File: src/design/led_bar_countdown_timer_assert.svh
// Assertion macros for the LED bar countdown timer.
// Included by the modules that check their own state updates; no dependencies.
`ifndef LED_BAR_COUNTDOWN_TIMER_ASSERT_SVH
`define LED_BAR_COUNTDOWN_TIMER_ASSERT_SVH

`ifndef SYNTHESIS
// antecedent in this cycle implies consequent in the same cycle
`define LBCT_ASSERT_NOW(label, clk, rst, ante, cons) \
  label: assert property (@(posedge clk) disable iff (rst) (ante) |-> (cons)) \
    else $error("assertion failed: same-cycle check");
// antecedent in this cycle implies consequent in the next cycle
`define LBCT_ASSERT_NEXT(label, clk, rst, ante, cons) \
  label: assert property (@(posedge clk) disable iff (rst) (ante) |=> (cons)) \
    else $error("assertion failed: next-cycle check");
`else
`define LBCT_ASSERT_NOW(label, clk, rst, ante, cons)
`define LBCT_ASSERT_NEXT(label, clk, rst, ante, cons)
`endif

`endif

File: src/design/lbct_pkg.sv
// Shared types, constants and the LED mask decode for the LED bar countdown timer.
// No dependencies.
package lbct_pkg;

  localparam int NUM_LEDS = 5;

  localparam int ELAPSED_W = 10;
  localparam int PERIOD_W  = 16;
  localparam int TIS_W     = 17;
  localparam int SEQ_W     = 3;

  typedef logic [NUM_LEDS-1:0]  led_mask_t;
  typedef logic [SEQ_W-1:0]     seq_state_t;
  typedef logic [PERIOD_W-1:0]  period_t;
  typedef logic [ELAPSED_W-1:0] elapsed_t;
  typedef logic [TIS_W-1:0]     tis_t;
  typedef logic [1:0]           cfg_index_t;

  localparam seq_state_t SEQ_IDLE      = 3'd0;
  localparam seq_state_t SEQ_FIRST     = 3'd1;
  localparam seq_state_t SEQ_LAST      = SEQ_W'(NUM_LEDS);
  localparam seq_state_t SEQ_BLINK_OFF = SEQ_W'(NUM_LEDS + 1);
  localparam seq_state_t SEQ_BLINK_ON  = SEQ_W'(NUM_LEDS + 2);

  localparam led_mask_t ALL_LEDS = '1;
  localparam tis_t      TIS_MAX  = '1;
  localparam period_t   PERIOD_MAX = '1;

  localparam period_t BASE_PERIOD_RST  = 16'd2000;
  localparam period_t PERIOD_STEP_RST  = 16'd1000;
  localparam period_t BLINK_PERIOD_RST = 16'd1000;

  localparam cfg_index_t CFG_BASE_PERIOD  = 2'd0;
  localparam cfg_index_t CFG_PERIOD_STEP  = 2'd1;
  localparam cfg_index_t CFG_BLINK_PERIOD = 2'd2;

  typedef struct packed {
    seq_state_t state;
    logic       running;
  } seq_status_t;

  typedef struct packed {
    logic    adjust;
    period_t period;
  } adj_status_t;

  typedef struct packed {
    led_mask_t  led_mask;
    seq_state_t state;
    logic       running;
    logic       adjust;
    period_t    period;
  } result_t;

  function automatic led_mask_t mask_for(input seq_state_t s);
    led_mask_t m;
    m = '0;
    if (s == SEQ_BLINK_ON) begin
      m = ALL_LEDS;
    end else if (s >= SEQ_FIRST && s <= SEQ_LAST) begin
      m = ALL_LEDS << (s - SEQ_FIRST);
    end
    return m;
  endfunction

endpackage

File: src/design/led_bar_countdown_timer.sv
// LED bar countdown timer top level: input register, state update, result register.
// Depends on lbct_pkg, lbct_seq, lbct_adj and the assertion macro header.
//
// Usage: each input transaction is one debounced sample tick carrying three
// button levels and the milliseconds since the previous tick. Each tick gives
// exactly one result transaction: the lit LED mask, sequencer state, run flag,
// adjust mode and current period, all as they stand after that tick.
// Configuration: cfg_index 0 base period, 1 period step, 2 blink half period;
// other indexes are ignored. cfg_ready is always high. Writing the base period
// takes effect at the next restore only.
// Path: a tick goes from the input register to the result register, where its
// result becomes valid. Throughput: one tick per cycle unless the receiver stalls;
// each register holds one transaction; the state update between is combinational.
// Reset: synchronous; run flag off, sequencer idle, adjust mode off, period
// back to 2000 ms, registers to their defaults, both stages empty.
// Receiver stall: the result holds; one more tick waits in the input register,
// after which in_ready drops until out_ready returns.
`include "led_bar_countdown_timer_assert.svh"

module led_bar_countdown_timer (
  input  logic                   clk,
  input  logic                   rst,
  input  logic                   in_valid,
  output logic                   in_ready,
  input  logic                   toggle_button,
  input  logic                   up_button,
  input  logic                   restore_button,
  input  lbct_pkg::elapsed_t     elapsed_ms,
  output logic                   out_valid,
  input  logic                   out_ready,
  output lbct_pkg::led_mask_t    led_mask,
  output lbct_pkg::seq_state_t   sequence_state,
  output logic                   running,
  output logic                   adjust_mode,
  output lbct_pkg::period_t      period_ms,
  input  logic                   cfg_valid,
  output logic                   cfg_ready,
  input  lbct_pkg::cfg_index_t   cfg_index,
  input  lbct_pkg::period_t      cfg_data
);
  import lbct_pkg::*;

  period_t base_period, period_step, blink_half;

  logic       s1_valid;
  logic [2:0] s1_buttons;
  elapsed_t   s1_elapsed;
  logic [2:0] prev_buttons;
  logic [2:0] edges;

  logic    adv, in_fire;
  result_t res;

  seq_status_t seq_cur, seq_nxt;
  adj_status_t adj_cur, adj_nxt;

  assign cfg_ready = 1'b1;
  assign adv       = s1_valid && (!out_valid || out_ready);
  assign in_ready  = !s1_valid || adv;
  assign in_fire   = in_valid && in_ready;
  assign edges     = s1_buttons & ~prev_buttons;

  always_ff @(posedge clk) begin
    if (rst) begin
      base_period  <= BASE_PERIOD_RST;
      period_step  <= PERIOD_STEP_RST;
      blink_half   <= BLINK_PERIOD_RST;
    end else if (cfg_valid) begin
      case (cfg_index)
        CFG_BASE_PERIOD:  base_period  <= cfg_data;
        CFG_PERIOD_STEP:  period_step  <= cfg_data;
        CFG_BLINK_PERIOD: blink_half   <= cfg_data;
        default: ;
      endcase
    end
  end

  always_ff @(posedge clk) begin
    if (rst) begin
      s1_valid     <= 1'b0;
      out_valid    <= 1'b0;
      prev_buttons <= '0;
    end else begin
      if (in_fire)  s1_valid <= 1'b1;
      else if (adv) s1_valid <= 1'b0;

      if (adv)            out_valid <= 1'b1;
      else if (out_ready) out_valid <= 1'b0;

      if (adv) prev_buttons <= s1_buttons;
    end
  end

  always_ff @(posedge clk) begin
    if (in_fire) begin
      s1_buttons <= {restore_button, up_button, toggle_button};
      s1_elapsed <= elapsed_ms;
    end
    if (adv) begin
      res <= '{led_mask: mask_for(seq_nxt.state), state: seq_nxt.state,
               running: seq_nxt.running, adjust: adj_nxt.adjust,
               period: adj_nxt.period};
    end
  end

  lbct_seq u_seq (
    .clk          (clk),
    .rst          (rst),
    .step         (adv),
    .toggle_edge  (edges[0]),
    .elapsed      (s1_elapsed),
    .period       (adj_cur.period),
    .blink_half   (blink_half),
    .status       (seq_cur),
    .status_next  (seq_nxt)
  );

  lbct_adj u_adj (
    .clk          (clk),
    .rst          (rst),
    .step         (adv),
    .up_edge      (edges[1]),
    .restore_edge (edges[2]),
    .base_period  (base_period),
    .period_step  (period_step),
    .status       (adj_cur),
    .status_next  (adj_nxt)
  );

  assign led_mask       = res.led_mask;
  assign sequence_state = res.state;
  assign running        = res.running;
  assign adjust_mode    = res.adjust;
  assign period_ms      = res.period;

  // stall only when full; registered sequencer and adjuster status must match the last result sent
  `LBCT_ASSERT_NOW(a_stall_only_when_full, clk, rst, !in_ready, s1_valid && out_valid && !out_ready)
  `LBCT_ASSERT_NEXT(a_result_tracks_run, clk, rst, adv, running == seq_cur.running)
  `LBCT_ASSERT_NEXT(a_result_tracks_period, clk, rst, adv, period_ms == adj_cur.period)

endmodule

File: src/design/lbct_seq.sv
// Countdown sequencer: run flag, phase state and saturating time-in-state counter.
// Depends on lbct_pkg and the assertion macro header.
`include "led_bar_countdown_timer_assert.svh"

module lbct_seq (
  input  logic                  clk,
  input  logic                  rst,
  input  logic                  step,
  input  logic                  toggle_edge,
  input  lbct_pkg::elapsed_t    elapsed,
  input  lbct_pkg::period_t     period,
  input  lbct_pkg::period_t     blink_half,
  output lbct_pkg::seq_status_t status,
  output lbct_pkg::seq_status_t status_next
);
  import lbct_pkg::*;

  seq_state_t state, state_next;
  logic       running, running_next;
  tis_t       tis, tis_next;
  logic [TIS_W:0] tis_sum;
  tis_t       tis_acc;
  logic       over_period, over_blink;

  always_comb begin
    tis_sum     = {1'b0, tis} + (TIS_W + 1)'(elapsed);
    tis_acc     = tis_sum[TIS_W] ? TIS_MAX : tis_sum[TIS_W-1:0];
    over_period = tis_acc > TIS_W'(period);
    over_blink  = tis_acc > TIS_W'(blink_half);

    running_next = running ^ toggle_edge;

    // decision uses the run flag from before this tick
    state_next = state;
    if (running) begin
      if (state == SEQ_IDLE) begin
        state_next = SEQ_FIRST;
      end else if (state inside {[SEQ_FIRST:SEQ_LAST]}) begin
        if (over_period) state_next = state + 3'd1;
      end else if (state == SEQ_BLINK_OFF) begin
        if (over_blink) state_next = SEQ_BLINK_ON;
      end else if (state == SEQ_BLINK_ON) begin
        if (over_blink) state_next = SEQ_BLINK_OFF;
      end
    end

    tis_next = (state_next != state) ? '0 : tis_acc;
  end

  always_ff @(posedge clk) begin
    if (rst) begin
      state   <= SEQ_IDLE;
      running <= 1'b0;
      tis     <= '0;
    end else if (step) begin
      state   <= state_next;
      running <= running_next;
      tis     <= tis_next;
    end
  end

  assign status      = '{state: state, running: running};
  assign status_next = '{state: state_next, running: running_next};

  `LBCT_ASSERT_NEXT(a_change_clears_time, clk, rst, step && state_next != state, tis == '0)
  `LBCT_ASSERT_NEXT(a_frozen_when_stopped, clk, rst, step && !running, $stable(state))
  `LBCT_ASSERT_NEXT(a_no_return_to_idle, clk, rst, state != SEQ_IDLE, state != SEQ_IDLE)

endmodule

File: src/design/lbct_adj.sv
// Period adjust machine: adjust mode flag and saturating step period.
// Depends on lbct_pkg and the assertion macro header.
`include "led_bar_countdown_timer_assert.svh"

module lbct_adj (
  input  logic                  clk,
  input  logic                  rst,
  input  logic                  step,
  input  logic                  up_edge,
  input  logic                  restore_edge,
  input  lbct_pkg::period_t     base_period,
  input  lbct_pkg::period_t     period_step,
  output lbct_pkg::adj_status_t status,
  output lbct_pkg::adj_status_t status_next
);
  import lbct_pkg::*;

  logic    adjust, adjust_next;
  period_t period, period_next;
  logic [PERIOD_W:0] sum;
  period_t sat_sum;

  always_comb begin
    sum     = {1'b0, period} + {1'b0, period_step};
    sat_sum = sum[PERIOD_W] ? PERIOD_MAX : sum[PERIOD_W-1:0];

    adjust_next = adjust;
    period_next = period;
    if (!adjust) begin
      if (up_edge) begin
        adjust_next = 1'b1;
        period_next = sat_sum;
      end
    end else if (restore_edge) begin
      // restore wins over a simultaneous up edge
      adjust_next = 1'b0;
      period_next = base_period;
    end else if (up_edge) begin
      period_next = sat_sum;
    end
  end

  always_ff @(posedge clk) begin
    if (rst) begin
      adjust <= 1'b0;
      period <= BASE_PERIOD_RST;
    end else if (step) begin
      adjust <= adjust_next;
      period <= period_next;
    end
  end

  assign status      = '{adjust: adjust, period: period};
  assign status_next = '{adjust: adjust_next, period: period_next};

  `LBCT_ASSERT_NEXT(a_restore_reloads, clk, rst, step && adjust && restore_edge, !adjust && period == $past(base_period))
  `LBCT_ASSERT_NEXT(a_period_holds, clk, rst, step && !up_edge && !(adjust && restore_edge), $stable(period))
  `LBCT_ASSERT_NEXT(a_hold_without_step, clk, rst, !step, $stable(adjust) && $stable(period))

endmodule

File: config.mk
export PLATFORM = sky130hd
export DESIGN_NAME = led_bar_countdown_timer
export DESIGN_NICKNAME = d
export VERILOG_FILES = /design/src/design/lbct_pkg.sv /design/src/design/led_bar_countdown_timer.sv /design/src/design/lbct_seq.sv /design/src/design/lbct_adj.sv
export VERILOG_INCLUDE_DIRS = /design/src /design/src/design
export SDC_FILE = /design/constraint.sdc
export NUM_CORES = 1
export LEC_CHECK = 0
export ABC_AREA = 1
export BUFFER_PORTS_ARGS = -buffer_cell sky130_fd_sc_hd__buf_2
export CAP_MARGIN = 40
export CORE_MARGIN = 3
export CORE_UTILIZATION = 55
export CTS_CLUSTER_DIAMETER = 50
export CTS_CLUSTER_SIZE = 14
export DETAILED_ROUTE_END_ITERATION = 6
export GPL_TIMING_DRIVEN = 0
export PLACE_DENSITY_LB_ADDON = 0.2
export SLEW_MARGIN = 10
export SYNTH_ARGS = -nofsm -noshare
export SYNTH_HDL_FRONTEND = slang
export SYNTH_HIERARCHICAL = 1
export SYNTH_SLANG_ARGS = --single-unit
File: constraint.sdc
create_clock -name clk -period 12.9 [get_ports clk]
set_input_delay 0 -clock clk [delete_from_list [all_inputs] [get_ports clk]]
set_output_delay 0 -clock clk [all_outputs]
set_load 0.01 [all_outputs]
# Word level (Yosys, flattened, before mapping)
# Index checks and enable logic that the tools add are counted.
dict set report word_totals {
  regBits 130
  latch_bits 0
  mem_bits_rw 0
  mem_bits_ro 0
  inputBits 36
  output_inout_bits 29
  word_cells 75
  n_memories 0
}
dict set report classes {
  add_sub_neg 4
  n_mul 0
  div 0
  n_lt_le_gt_ge 6
  n_eq_ne 6
  shifts 1
  n_mux 22
  bitwise 3
  n_reduce_logical 15
}
# operator count
set ops {}
lappend ops {{$mux W16} 4}
lappend ops {{$gt A17 B16 Y1} 2}
lappend ops {{$mux W17} 2}
lappend ops {{$mux W3} 8}
lappend ops {{$add A17 B10 Y18} 1}
lappend ops {{$add A16 B16 Y17} 1}
lappend ops {{$eq A3 B3 Y1 const B} 3}
lappend ops {{$mux W1} 7}
lappend ops {{$ge A3 B1 Y1 const B} 2}
lappend ops {{$le A3 B3 Y1 const B} 2}
lappend ops {{$reduce_and A2 Y1} 3}
lappend ops {{$mux W5} 1}
lappend ops {{$shl A5 B3 Y5 const A} 1}
lappend ops {{$logic_and A1 B1 Y1} 4}
lappend ops {{$reduce_bool A2 Y1} 2}
lappend ops {{$add A3 B1 Y3 const B} 1}
lappend ops {{$and A3 B3 Y3} 1}
lappend ops {{$logic_not A3 Y1} 1}
lappend ops {{$ne A3 B3 Y1} 1}
lappend ops {{$not A3 Y3} 1}
lappend ops {{$sub A3 B1 Y3 const B} 1}
lappend ops {{$eq A2 B1 Y1 const B} 1}
lappend ops {{$eq A2 B2 Y1 const B} 1}
lappend ops {{$logic_not A1 Y1} 2}
lappend ops {{other kinds (3)} 4}

# Logic depth before layout (Yosys ltp)
dict set report depth {
  depth_word 12
  ltp_mapped 40
}

# Hierarchy
# Netlist, hierarchy kept.
# module n_inst cells_each area_each_um2 seq_area_each_um2
set by_module_without_submodules {}
lappend by_module_without_submodules {led_bar_countdown_timer 1 313 3226.8 2232.1}
lappend by_module_without_submodules {lbct_seq 1 443 2914.0 420.4}
lappend by_module_without_submodules {lbct_adj 1 372 2097.0 340.3}

# Least setup slack after synthesis
# Ideal clock, no wire load.
dict set report synth_path {
  kind {flip-flop to flip-flop}
  from {register s1_elapsed[4]}
  to {register res (netlist bit led_mask[4]) (data pin)}
  setup_time_ns 0.256
  arrival_ns 4.301
  t_required_ns 12.644
  path_slack_ns 8.343
  stages_incl_launch_ff 38
  n_path_buf 2
  period_less_slack_ns 4.557
  path_cell_list {edfxtp_1 -> ha_1 -> nand2_1 -> nand2_1 -> o21bai_1 -> or2_4 -> nand2_4 -> a21oi_4 -> inv_1 -> buf_2 -> buf_1 -> nand3_1 -> ha_1 -> nand2_1 -> inv_1 -> nand3_1 -> inv_1 -> a21oi_1 -> (+2 left out) -> nand2_1 -> nand2_1 -> nand2_1 -> nand2_1 -> nand2_2 -> nand2_1 -> nand3_1 -> nand2_1 -> inv_2 -> nand2_2 -> o21ai_0 -> inv_1 -> ha_1 -> inv_1 -> ha_1 -> nand2_1 -> nand2_1 -> nand2_1}
}
# item line_no
set synth_rtl {}
lappend synth_rtl {{from (decl)} led_bar_countdown_timer.sv:47} ;# elapsed_t s1_elapsed;
lappend synth_rtl {{from (signal assigned)} led_bar_countdown_timer.sv:97} ;# s1_elapsed <= elapsed_ms;
lappend synth_rtl {{to (signal assigned)} led_bar_countdown_timer.sv:100} ;# res <= '{led_mask: mask_for(seq_nxt.state), state: seq_nxt.state,
lappend synth_rtl {{to (decl)} led_bar_countdown_timer.sv:52} ;# result_t res;

==> out/results.ini <==
[run_status]
outcome = finished, final reports clean

[sta]
clock_skew_ns = 0.00847
finalCritPeriodShare_pct = 42.2
max_freq_mhz = 184
finalSetupTns_ns = 0
final-setup-viol-count = 0
rsz0062_at_grt = false
whs_ns = 0.0193
period_needed_ns = 5.44
finalHoldViolCount = 0
slew_headroom_pct = 45.2
worst_pin_slew_ns = 0.822
timing.final.max_slew_violations = 0

[floorplanning]
rows = 44
initial_core_util_pct = 56.4
io_pins = 65
die_area_um2 = 16500
die_w_um = 128
core_um2 = 14600
die_h_um = 128

[critical_path]
cp_slowest_cell = ha_1
critPathLaunch = s1_elapsed[4]
crit_path_end_kind = flop
regToRegStartpoint = s1_elapsed[4]
cp.required_ns = 13.07
path_max_fanout = 10
max_stage_delay_ns = 0.38
regToRegSetupSlack_ns = 7.46
crit_path_start_kind = flop
reg2reg_depth = 35
worst_ep_arrival_time_ns = 5.61
critPathCapture = led_mask[0]
r2r_end = led_mask[0]
crit_type = flop to flop
cp_common_cell = nand2_1

[power_and_ir_drop]
switchingPower_mw = 0.373
peakVddDrop_mv = 0.102
p_comb_share_pct = 20.8
sw_frac_of_total_pct = 30.3
seq_power_share_pct = 38.2
finalPower_mw = 1.23
pwr-share-clk_pct = 41.0
power.density_nw_per_um2 = 126
internal_power_mw = 0.857
p_leak_nw = 4.91

[logic_synthesis]
ys_warn_count = 6
netlist_area_um2 = 8220
synth_fp_nets = 1232
avgSynthCellArea_um2 = 7.30
synthCells = 1126

[cts]
post_cts.repair.setup_buffers = 0
path_clk_slew_ns = 0.06
htree_num_levels = 4
clock_path_buffers = 2
cts_sinks = 130
cts_made_buffers = 17
clock_latency_ns = 0.42
cts_resized = 0
tritoncts = yes
root_buffer = clkbuf_16

[detailed_routing]
routedWlPerCell_um = 15.0
first_pass_iters = 5
drc = 0
final_antenna_net_count = 0
vias_per_cell = 5.30
num_vias = 7645
drt_iter0_markers = 720
drt_wl_total_um = 21600

[final_layout]
stdcell_area_um2 = 9790
synthToLayoutAreaGrowth_pct = 19.1
regArea_um2 = 2990
final_util_pct = 67.1
fillCellCount = 1232
drive_above_1_share_pct = 14.9
insertedDiodeCount = 0
multi_input_area_um2 = 4410
fin_nets = 1352

[place]
dp_hpwl_um = 16200
io_buffers = 63
gp_congestion = 0.949
placed_area_um2 = 8800

[global_route]
grt_max_degree = 25
gr-total-overflow = 0
grt_pass1_wl_um = 35100
antenna_found_initial = 0
grt_pass1_vias = 7046
grt_usage_pct = 27.0

[flow_run]
maxCapViolCount = 0

[hold_path]
whs_path_depth = 4
hp-class = primary input to flop

how the worst min path moves through the flow:
stage                               from            end  slack [ns]
after floorplan                      rst      out_valid        0.07
after global placement    restore_button  s1_buttons[2]        0.18
after detailed placement   elapsed_ms[7]  s1_elapsed[7]        0.18
after CTS                   cfg_index[0]  blink_half[4]       0.003
after global routing        cfg_index[0]  blink_half[4]        0.03
final                       cfg_index[0]  blink_half[2]        0.02
cells in the final DEF, fill, tap and decap left out, types with 20 or more instances in the layout:
master           n
dlygate4sd3_1   37
nand2_1        282
a21oi_1         83
ha_1            68
buf_2           70
edfxtp_1        39
inv_1          152
clkbuf_16       20
nand3_1         75
nor2_1         112
o21ai_0         57
dfxtp_1         91
layout make-up:
cell class	instances	share of cell area [%]
buffer	34	2.18
timing repair buffer	101	7.28
multi-input combinational	802	45.0
inverter	160	6.17
clock buffer	22	5.29
tap	184	2.35
clock inverter	10	1.11
sequential	130	30.6
power by group through the flow:
| stage | Combinational [mW] | Clock, mW | Sequential, mW |
|---|---|---|---|
| 2_1_floorplan | 0.177 | 0 | 0.473 |
| 4_1_cts | 0.253 | 0.508 | 0.469 |
| 5_1_grt | 0.292 | 0.528 | 0.472 |
| 6_report | 0.256 | 0.504 | 0.469 |
| 3_5_place_dp | 0.243 | 0 | 0.478 |
| 3_3_place_gp | 0.236 | 0 | 0.478 |
worst max-delay path, delay by kind of cell (launching register included):
family	cells	cell delay (ns)
compound gates	4	0.69
fa+ha+maj	4	1.20
buf+inv	5	1.00
flops	1	0.37
simple gates	22	1.95
routing by layer:
metal  vias to the layer above  GRT usage, %  share of wire (%)
met5                         -             0                  0
met4                         0          9.43                2.0
met3                        35          5.00                7.5
met2                       284          42.2                 45
met1                      3445          37.6                 46
li1                       3881             -                  -
flip-flops by register name, summed over array words and instances, names as in the netlist, 5 cells and up:
name and flops:
u_seq/tis 17, led_mask 5, period_ms 16, u_adj/period 16, blink_half 16, period_step 16, base_period 16, s1_elapsed 10
metrics by stage:
stage	setup slack, ns	cells
5_1_grt	7.01	1443
2_1_floorplan	8.34	1126
3_5_place_dp	7.59	1374
4_1_cts	7.53	1443
6_report	7.46	1443
3_3_place_gp	7.63	1373
repair_timing:
item | CTS | global route
endpoints found under the hold margin | 64 | 0
hold buffers | 37 | 0
setup endpoints to repair | 0 | 0
Power figures use the tool's default switching activity.
